==> src/sv/fpsq_pkg.sv <==
package fpsq_pkg;

	localparam int DEPTH_DEF     = 64;
	localparam int PRIO_BITS_DEF = 16;
	localparam int ARRIVAL_W     = 32;
	localparam int OPCODE_W      = 2;
	localparam int PRIO_REQ_W    = 16;
	localparam int STATUS_W      = 2;

	typedef enum logic [OPCODE_W-1:0] {
		OP_INSERT   = 2'd0,
		OP_OLDEST   = 2'd1,
		OP_PRIO     = 2'd2,
		OP_PRIO_ALT = 2'd3
	} opcode_t;

	typedef enum logic [STATUS_W-1:0] {
		ST_INSERTED = 2'd0,
		ST_SERVED   = 2'd1,
		ST_EMPTY    = 2'd2,
		ST_FULL     = 2'd3
	} status_t;

	typedef struct packed {
		logic    req_load;
		logic    ins_write;
		logic    res_load;
		status_t res_status;
		logic    scan_start;
		logic    scan_oldest;
		logic    scan_run;
		logic    clear_wait;
		logic    trim_adv;
	} cmd_t;

	typedef struct packed {
		logic full;
		logic empty;
		logic out_free;
		logic scan_done;
		logic trim_stop;
	} sts_t;

endpackage

==> src/sv/fpsq_ctrl.sv <==
module fpsq_ctrl
	import fpsq_pkg::*;
(
	input  logic                clk,
	input  logic                arst_n,
	input  logic                in_valid,
	input  logic [OPCODE_W-1:0] opcode,
	output logic                in_ready,
	output cmd_t                cmd,
	input  sts_t                sts
);

	typedef enum logic [6:0] {
		S_IDLE     = 7'b0000001,
		S_INS      = 7'b0000010,
		S_EMPTY    = 7'b0000100,
		S_SCAN     = 7'b0001000,
		S_SERVE    = 7'b0010000,
		S_TRIM_RD  = 7'b0100000,
		S_TRIM_CHK = 7'b1000000
	} state_t;

	state_t state_q;
	state_t state_nxt;

	assign in_ready = (state_q == S_IDLE);

	always_comb begin
		cmd       = '0;
		state_nxt = state_q;
		unique case (state_q)
			S_IDLE: begin
				if (in_valid) begin
					if (opcode == OP_INSERT) begin
						cmd.req_load = 1'b1;
						state_nxt    = S_INS;
					end else if (sts.empty) begin
						state_nxt = S_EMPTY;
					end else begin
						cmd.scan_start  = 1'b1;
						cmd.scan_oldest = (opcode == OP_OLDEST);
						state_nxt       = S_SCAN;
					end
				end
			end
			S_INS: begin
				if (sts.out_free) begin
					cmd.res_load = 1'b1;
					if (sts.full) begin
						cmd.res_status = ST_FULL;
					end else begin
						cmd.res_status = ST_INSERTED;
						cmd.ins_write  = 1'b1;
					end
					state_nxt = S_IDLE;
				end
			end
			S_EMPTY: begin
				if (sts.out_free) begin
					cmd.res_load   = 1'b1;
					cmd.res_status = ST_EMPTY;
					state_nxt      = S_IDLE;
				end
			end
			S_SCAN: begin
				cmd.scan_run = 1'b1;
				if (sts.scan_done) begin
					state_nxt = S_SERVE;
				end
			end
			S_SERVE: begin
				if (sts.out_free) begin
					cmd.res_load   = 1'b1;
					cmd.res_status = ST_SERVED;
					cmd.clear_wait = 1'b1;
					state_nxt      = S_TRIM_RD;
				end
			end
			S_TRIM_RD: begin
				state_nxt = S_TRIM_CHK;
			end
			S_TRIM_CHK: begin
				if (sts.trim_stop) begin
					state_nxt = S_IDLE;
				end else begin
					cmd.trim_adv = 1'b1;
				end
			end
			default: begin
				state_nxt = S_IDLE;
			end
		endcase
	end

	always_ff @(posedge clk or negedge arst_n) begin
		if (!arst_n) begin
			state_q <= S_IDLE;
		end else begin
			state_q <= state_nxt;
		end
	end

endmodule

==> src/sv/fpsq_dpath.sv <==
module fpsq_dpath
	import fpsq_pkg::*;
#(
	parameter int DEPTH         = DEPTH_DEF,
	parameter int PRIORITY_BITS = PRIO_BITS_DEF
) (
	input  logic                  clk,
	input  logic                  arst_n,
	input  logic [PRIO_REQ_W-1:0] priority_req,
	input  cmd_t                  cmd,
	output sts_t                  sts,
	input  logic                  out_ready,
	output logic                  out_valid,
	output logic [ARRIVAL_W-1:0]  entry_number,
	output logic [STATUS_W-1:0]   status
);

	localparam int AW = $clog2(DEPTH);
	localparam int CW = $clog2(DEPTH + 1);
	localparam int EW = PRIORITY_BITS + ARRIVAL_W;
	localparam logic [AW-1:0] LAST_SLOT = AW'(DEPTH - 1);

	function automatic logic [AW-1:0] slot_next(input logic [AW-1:0] s);
		return (s == LAST_SLOT) ? '0 : s + AW'(1);
	endfunction

	logic [EW-1:0] ent_mem [DEPTH];
	logic          wait_mem [DEPTH];

	logic [AW-1:0]            head_q;
	logic [AW-1:0]            tail_q;
	logic [CW-1:0]            used_q;
	logic [ARRIVAL_W-1:0]     next_arr_q;
	logic [AW-1:0]            scan_ptr_q;
	logic [CW-1:0]            iss_cnt_q;
	logic                     rd_v_s1;
	logic [AW-1:0]            slot_s1;
	logic                     found_q;
	logic [PRIORITY_BITS-1:0] best_prio_q;
	logic [ARRIVAL_W-1:0]     best_arr_q;
	logic [AW-1:0]            best_slot_q;
	logic [EW-1:0]            ent_rd_q;
	logic                     wait_rd_q;
	logic                     out_valid_q;
	logic [ARRIVAL_W-1:0]     number_q;
	status_t                  status_q;
	logic [PRIORITY_BITS-1:0] prio_q;

	logic [AW-1:0]            rd_addr;
	logic [AW-1:0]            head_nxt;
	logic                     issue;
	logic [31:0]              prio_ext;
	logic [PRIORITY_BITS-1:0] prio_in;
	logic [PRIORITY_BITS-1:0] rd_prio;
	logic [ARRIVAL_W-1:0]     rd_arr;
	logic                     take;

	assign head_nxt = slot_next(head_q);
	assign issue    = cmd.scan_run && (iss_cnt_q != '0);
	assign prio_ext = {{(32 - PRIO_REQ_W){1'b0}}, priority_req};
	assign prio_in  = prio_ext[PRIORITY_BITS-1:0];
	assign rd_prio  = ent_rd_q[EW-1:ARRIVAL_W];
	assign rd_arr   = ent_rd_q[ARRIVAL_W-1:0];
	assign take     = rd_v_s1 && wait_rd_q && (!found_q || (rd_prio > best_prio_q));

	always_comb begin
		priority if (issue) begin
			rd_addr = scan_ptr_q;
		end else if (cmd.trim_adv) begin
			rd_addr = head_nxt;
		end else begin
			rd_addr = head_q;
		end
	end

	always_ff @(posedge clk) begin
		if (cmd.ins_write) begin
			ent_mem[tail_q] <= {prio_q, next_arr_q};
		end
		ent_rd_q <= ent_mem[rd_addr];
	end

	always_ff @(posedge clk) begin
		priority if (cmd.ins_write) begin
			wait_mem[tail_q] <= 1'b1;
		end else if (cmd.clear_wait) begin
			wait_mem[best_slot_q] <= 1'b0;
		end
		wait_rd_q <= wait_mem[rd_addr];
	end

	always_ff @(posedge clk or negedge arst_n) begin
		if (!arst_n) begin
			head_q      <= '0;
			tail_q      <= '0;
			used_q      <= '0;
			next_arr_q  <= ARRIVAL_W'(1);
			iss_cnt_q   <= '0;
			rd_v_s1     <= 1'b0;
			found_q     <= 1'b0;
			out_valid_q <= 1'b0;
		end else begin
			if (cmd.ins_write) begin
				tail_q     <= slot_next(tail_q);
				used_q     <= used_q + CW'(1);
				next_arr_q <= (next_arr_q == '1) ? ARRIVAL_W'(1) : next_arr_q + ARRIVAL_W'(1);
			end else if (cmd.trim_adv) begin
				head_q <= head_nxt;
				used_q <= used_q - CW'(1);
			end
			if (cmd.scan_start) begin
				iss_cnt_q <= cmd.scan_oldest ? CW'(1) : used_q;
			end else if (issue) begin
				iss_cnt_q <= iss_cnt_q - CW'(1);
			end
			rd_v_s1 <= issue;
			if (cmd.scan_start) begin
				found_q <= 1'b0;
			end else if (take) begin
				found_q <= 1'b1;
			end
			if (cmd.res_load) begin
				out_valid_q <= 1'b1;
			end else if (out_ready) begin
				out_valid_q <= 1'b0;
			end
		end
	end

	always_ff @(posedge clk) begin
		if (cmd.req_load) begin
			prio_q <= prio_in;
		end
		if (cmd.scan_start) begin
			scan_ptr_q <= head_q;
		end else if (issue) begin
			scan_ptr_q <= slot_next(scan_ptr_q);
		end
		slot_s1 <= scan_ptr_q;
		if (take) begin
			best_prio_q <= rd_prio;
			best_arr_q  <= rd_arr;
			best_slot_q <= slot_s1;
		end
		if (cmd.res_load) begin
			status_q <= cmd.res_status;
			unique case (cmd.res_status)
				ST_INSERTED: number_q <= next_arr_q;
				ST_SERVED:   number_q <= best_arr_q;
				default:     number_q <= '0;
			endcase
		end
	end

	assign sts.full      = (used_q == CW'(DEPTH));
	assign sts.empty     = (used_q == '0);
	assign sts.out_free  = !out_valid_q || out_ready;
	assign sts.scan_done = (iss_cnt_q == '0) && !rd_v_s1;
	assign sts.trim_stop = (used_q == '0) || wait_rd_q;

	assign out_valid    = out_valid_q;
	assign entry_number = number_q;
	assign status       = status_q;

endmodule

==> src/sv/fifo_and_priority_serve_queue.sv <==
// Insert: S_INS loads the result when the output is free, then S_IDLE takes the next request.
// Serve oldest: S_SCAN reads the head slot and S_SERVE loads the result, then the head is trimmed.
// Serve highest priority: S_SCAN makes one table read per cycle over n = occupied ring slots,
// then S_SERVE loads the result; the head trim (S_TRIM_RD, S_TRIM_CHK) then skips served holes.
// A waiting result stalls only the final step of the next request.
// arst_n clears head, tail, count, arrival counter and output valid; table contents are not reset.
module fifo_and_priority_serve_queue
	import fpsq_pkg::*;
#(
	parameter int DEPTH         = DEPTH_DEF,
	parameter int PRIORITY_BITS = PRIO_BITS_DEF
) (
	input  logic                  clk,
	input  logic                  arst_n,
	input  logic                  in_valid,
	output logic                  in_ready,
	input  logic [OPCODE_W-1:0]   opcode,
	input  logic [PRIO_REQ_W-1:0] priority_req,
	output logic                  out_valid,
	input  logic                  out_ready,
	output logic [ARRIVAL_W-1:0]  entry_number,
	output logic [STATUS_W-1:0]   status
);

	cmd_t cmd;
	sts_t sts;

	fpsq_ctrl u_ctrl (
		.clk      (clk),
		.arst_n   (arst_n),
		.in_valid (in_valid),
		.opcode   (opcode),
		.in_ready (in_ready),
		.cmd      (cmd),
		.sts      (sts)
	);

	fpsq_dpath #(
		.DEPTH         (DEPTH),
		.PRIORITY_BITS (PRIORITY_BITS)
	) u_dpath (
		.clk          (clk),
		.arst_n       (arst_n),
		.priority_req (priority_req),
		.cmd          (cmd),
		.sts          (sts),
		.out_ready    (out_ready),
		.out_valid    (out_valid),
		.entry_number (entry_number),
		.status       (status)
	);

endmodule

==> config.mk <==
export PLATFORM = sky130hd
export DESIGN_NAME = fifo_and_priority_serve_queue
export DESIGN_NICKNAME = d
export VERILOG_FILES = /design/src/sv/fpsq_pkg.sv /design/src/sv/fpsq_ctrl.sv /design/src/sv/fpsq_dpath.sv /design/src/sv/fifo_and_priority_serve_queue.sv
export SDC_FILE = /design/constraint.sdc
export NUM_CORES = 2
export LEC_CHECK = 0
export ABC_AREA = 1
export BUFFER_PORTS_ARGS = -buffer_cell sky130_fd_sc_hd__buf_2
export CAP_MARGIN = 20
export CORE_MARGIN = 3
export CORE_UTILIZATION = 45
export CTS_CLUSTER_DIAMETER = 120
export DETAILED_ROUTE_END_ITERATION = 6
export SETUP_SLACK_MARGIN = 0.4
export SLEW_MARGIN = 20
export SYNTH_ARGS = -nofsm -noshare
export SYNTH_HDL_FRONTEND = slang
export SYNTH_HIERARCHICAL = 1
export SYNTH_SLANG_ARGS = --single-unit
==> constraint.sdc <==
create_clock -name clk -period 8.1 [get_ports clk]
set_clock_uncertainty 0.1 [all_clocks]
set_input_delay 1.62 -clock clk [delete_from_list [all_inputs] [get_ports clk]]
set_output_delay 1.62 -clock clk [all_outputs]
set_load 0.05 [all_outputs]
==> summary.txt <==
Critical path
  – CP Cell Sequence: inv_1, nand4_1, nor4_1, or2_2, inv_1, nand2_1, nor2_1, nand2_1, inv_1, nor2_1, inv_1, nand2_1, inv_1, nand2_1, nand2_8, nand2_8, buf_4, nand2_1, nand3_1, nand3_1, nand3_1, nand3_1, nand3_1, nand2_1
  – CP max FO: 77
  – Worst path arrival time: 6.07 ns
  – Setup CP Type: register to register
  – CP delay by family, top: simple AND/OR/NAND/NOR gates
  – CP peak stage delay: 0.79 ns
  – Crit path required time: 8.81 ns
  – Most frequent CP cell: nand2_1
  – CP max stage cell: nand2_8
  – CP endpoint kind: register
  – Worst path bufs/invs: 6
  – Critical path startpoint category: register

Cells and area
  – Area growth, synth to finish: 11.5%
  – Design area: 0.164 mm2
  – Number of nets in the layout: 14200
  – Ratio of cells with drive above 1 in the final layout: 6.75%

Logic synthesis
  – Avg Cell Area, Syn: 10.3 um2
  – Synth Instances: 14200
  – Flops & latches, synth: 3369
  – Seq/Total Area, Yosys: 68.4%
  – Top cell type's share of synthesized area: 66.5%
  – Cell Area, Synth: 0.147 mm2
  – Yosys top cell by area: edfxtp_1
  – Ys Warns: 6
  – Post-synth cell types: 43
  – Ys flop type: edfxtp_1
  – Syn nets: 14200
  – FFs w/ async S/R, synth: 2.02%
  – Number of synthesized flops with an enable pin: 3246
  – Top post-synthesis cells by area: edfxtp_1 66%, nand3_1 11%, nand2_1 8.8%

Placed design
  – Post-DP HPWL: 233 mm
  – Placed Area: 0.152 mm2
  – Port bufs: 57
  – Final GP Congestion: 0.849

Floorplan
  – # rows: 208
  – Starting Density: 45.4%
  – Die area: 0.333 mm2
  – DIE WIDTH: 577 um
  – I/O Pins: 58
  – CORE AREA: 0.323 mm2
  – Die Height: 577 um

GRT
  – Global-route wire length before repair: 638 mm
  – GRT Util Overall: 25.8%
  – Vias in the first global route: 93200
  – GR Overflow Total: 0
  – Initial antenna violation count: 13
  – Largest net degree at the start of global routing: 156

STA
  – Relative slew slack: 18.7%
  – Slew Limit Fails: 0
  – Tightest Pin Transition: 1.22 ns
  – RSZ-0062 raised after global routing: false
  – Hold WS: 0.302 ns
  – Setup Viol. Count Final: 0
  – Endpoints failing hold: 0
  – Setup Total Neg Slack: 0 ns
  – Fmax: 186 MHz
  – Fin crit period: 5.36 ns
  – Period utilisation layout: 66.2%

CTS
  – CTS buffer count: 358
  – Max H-tree Level: 5
  – Post-CTS resize count: 0
  – Worst-Skew Late Latency: 0.95 ns
  – CTS Buffer Depth: 4
  – Clock root cell: clkbuf_16
  – Clock transition at the registers of the reported paths: 0.06 ns
  – CTS Hold Buffers Added: 0
  – Setup bufs post-CTS: 0
  – CTS tree: done
  – CTS sink cnt: 3369

Pwr
  – Max IR drop VDD: 0.000391 V
  – Static power due to leakage: 68.2 nW
  – P per Cell Area: 330 mW/mm2

Routing
  – ANT nets after route: 0
  – DRC Markers: 0
  – Final Routed Wirelength: 438 mm
  – Pre-antenna DRT Iters: 6
  – DR vias: 99800
  – Wirelength per Cell: 23.3 um
  – DRT iter0 DRCs: 11600
  – Routed vias/inst: 5.33

Min path
  – Worst hold path type: register to register

Flow run
  – Max_cap viols: 0

Status
  – Outcome: complete, no violations
## worst register-to-register path: stages, from the launching register on
cell     delay (ns)
dfrtp_1        0.42
inv_1          0.11
nand4_1        0.16
nor4_1         0.37
or2_2          0.19
inv_1          0.04
nand2_1        0.05
nor2_1         0.04
nand2_1        0.10
inv_1          0.14
nor2_1         0.13
inv_1          0.05
nand2_1        0.06
inv_1          0.04
nand2_1        0.17
nand2_8        0.39
nand2_8        0.81
buf_4          0.59
nand2_1        0.12
nand3_1        0.10
nand3_1        0.19
nand3_1        0.14
nand3_1        0.11
nand3_1        0.51
nand2_1        0.11
## registers in the layout, indices dropped and copies added, names as in the netlist
name and cells:
u_dpath/out_valid 1, u_dpath/head_q 6, u_dpath/iss_cnt_q 7, u_dpath/status 2, u_dpath/prio_q 16, u_dpath/ent_mem 3072
u_dpath/entry_number 32, u_dpath/tail_q 6, u_dpath/slot_s1 6, u_dpath/wait_mem 64, u_dpath/ent_rd_q 48, u_dpath/scan_ptr_q 6
u_ctrl/state_q 7, u_dpath/found_q 1, u_dpath/rd_v_s1 1, u_dpath/best_prio_q 16, u_dpath/best_slot_q 6, u_dpath/next_arr_q 32
u_dpath/used_q 7, u_dpath/best_arr_q 32, u_dpath/wait_rd_q 1
## metal layers
layer	part of all wire, %	track usage (%)	vias up
li1	-	-	45900
met3	8.9	4.01	849
met5	0.0096	0	-
met4	4.1	9.72	6
met1	41	35.3	48500
met2	46	41.7	4556
## final timing paths
path                                          startpoint                            endpoint  slack (ns)  cells after the start
max reg2reg                u_dpath/used_q[1]$_DFFE_PN0P_        u_dpath/ent_rd_q[14]$_DFF_P_        2.74                     24
min                         u_dpath/ent_rd_q[10]$_DFF_P_    u_dpath/best_arr_q[10]$_DFFE_PP_        0.30                      0
min in group asynchronous                         arst_n       u_ctrl/state_q[3]$_DFFE_PN0P_        0.41                      1
max in group asynchronous                         arst_n  u_dpath/next_arr_q[22]$_DFFE_PN0P_        6.33                      2
min reg2reg                 u_dpath/ent_rd_q[10]$_DFF_P_    u_dpath/best_arr_q[10]$_DFFE_PP_        0.30                      0
max                        u_dpath/used_q[1]$_DFFE_PN0P_        u_dpath/ent_rd_q[14]$_DFF_P_        2.74                     24
## cells by family after synthesis
family / count (synthesis) / share of synthesized area, %
AOI/OAI and AO/OA: 131 / 0.487
xor gates and xnor gates: 20 / 0.119
adders and majority gates: 27 / 0.236
buffers and inverters: 3786 / 10.4
DFF: 3369 / 68.4
and+or+nand+nor: 6836 / 20.4
## per-stage QoR
step | total power, mW | util (%) | setup slack (ns) | instances
final | 53.9 | 50.7 | 2.74 | 18700
after global routing | 56.5 | 50.7 | 2.40 | 18700
after CTS | 54.1 | 50.7 | 2.81 | 18700
after detailed placement | 38.2 | 47.2 | 2.74 | 18100
after global placement | 38.0 | 47.1 | 2.79 | 18100
after floorplan | 32.4 | - | 0.201 | 14200
## layout make-up
type	instances	area, um2
clock inverter	185	1730
fill	28400	159000
multi-input combinational	7014	31700
clock buffer	465	9560
tap	4305	5390
antenna	6	15.0
timing repair buffer	331	3280
inverter	3073	11600
sequential	3369	100000
## power by group
part / leakage [nW] / switching, mW / total (mW) / internal, mW
Sequential: 29.7 / 0.361 / 20.0 / 19.7
Clock: 5.51 / 6.90 / 16.0 / 9.09
Combinational: 33.0 / 13.1 / 17.9 / 4.79
## cell usage after synthesis (2+ instances only)
master    number
a31oi_1        3
inv_1       3057
ha_1          26
buf_2        551
nand3_2        3
nor2_2         2
a32o_1         2
nand3_1     3116
edfxtp_1    3246
buf_4         56
a21oi_1       26
or2_2          4
o21ai_1        3
o22ai_1       10
dfxtp_1       55
nor3_1        40
o21a_1         2
nor4_1        14
nand3b_1       2
buf_1         15
clkbuf_1      73
dfstp_2        2
xor2_1        20
nand4_1       19
nand2_1     3421
buf_6         18
dfrtp_1       66
nor2_4         4
nand2_4        5
nand2_2       10
o21ai_0       77
o21ai_2        3
inv_2         14
nor2_1       194
o221ai_1       2
## cell usage in the layout (no fill, tap or decap), drive strengths merged, types with 10 or more instances in the layout
cell	n
nor4	14
a21oi	26
o21ai	83
edfxtp	3246
o22ai	10
buf	331
nor2	200
dfxtp	55
clkinv	143
bufinv	23
nand2	3436
clkbuf	465
ha	26
dfrtp	66
nand3	3119
inv	3085
nor3	41
xor2	20
nand4	19
Power figures use the tool's default switching activity.
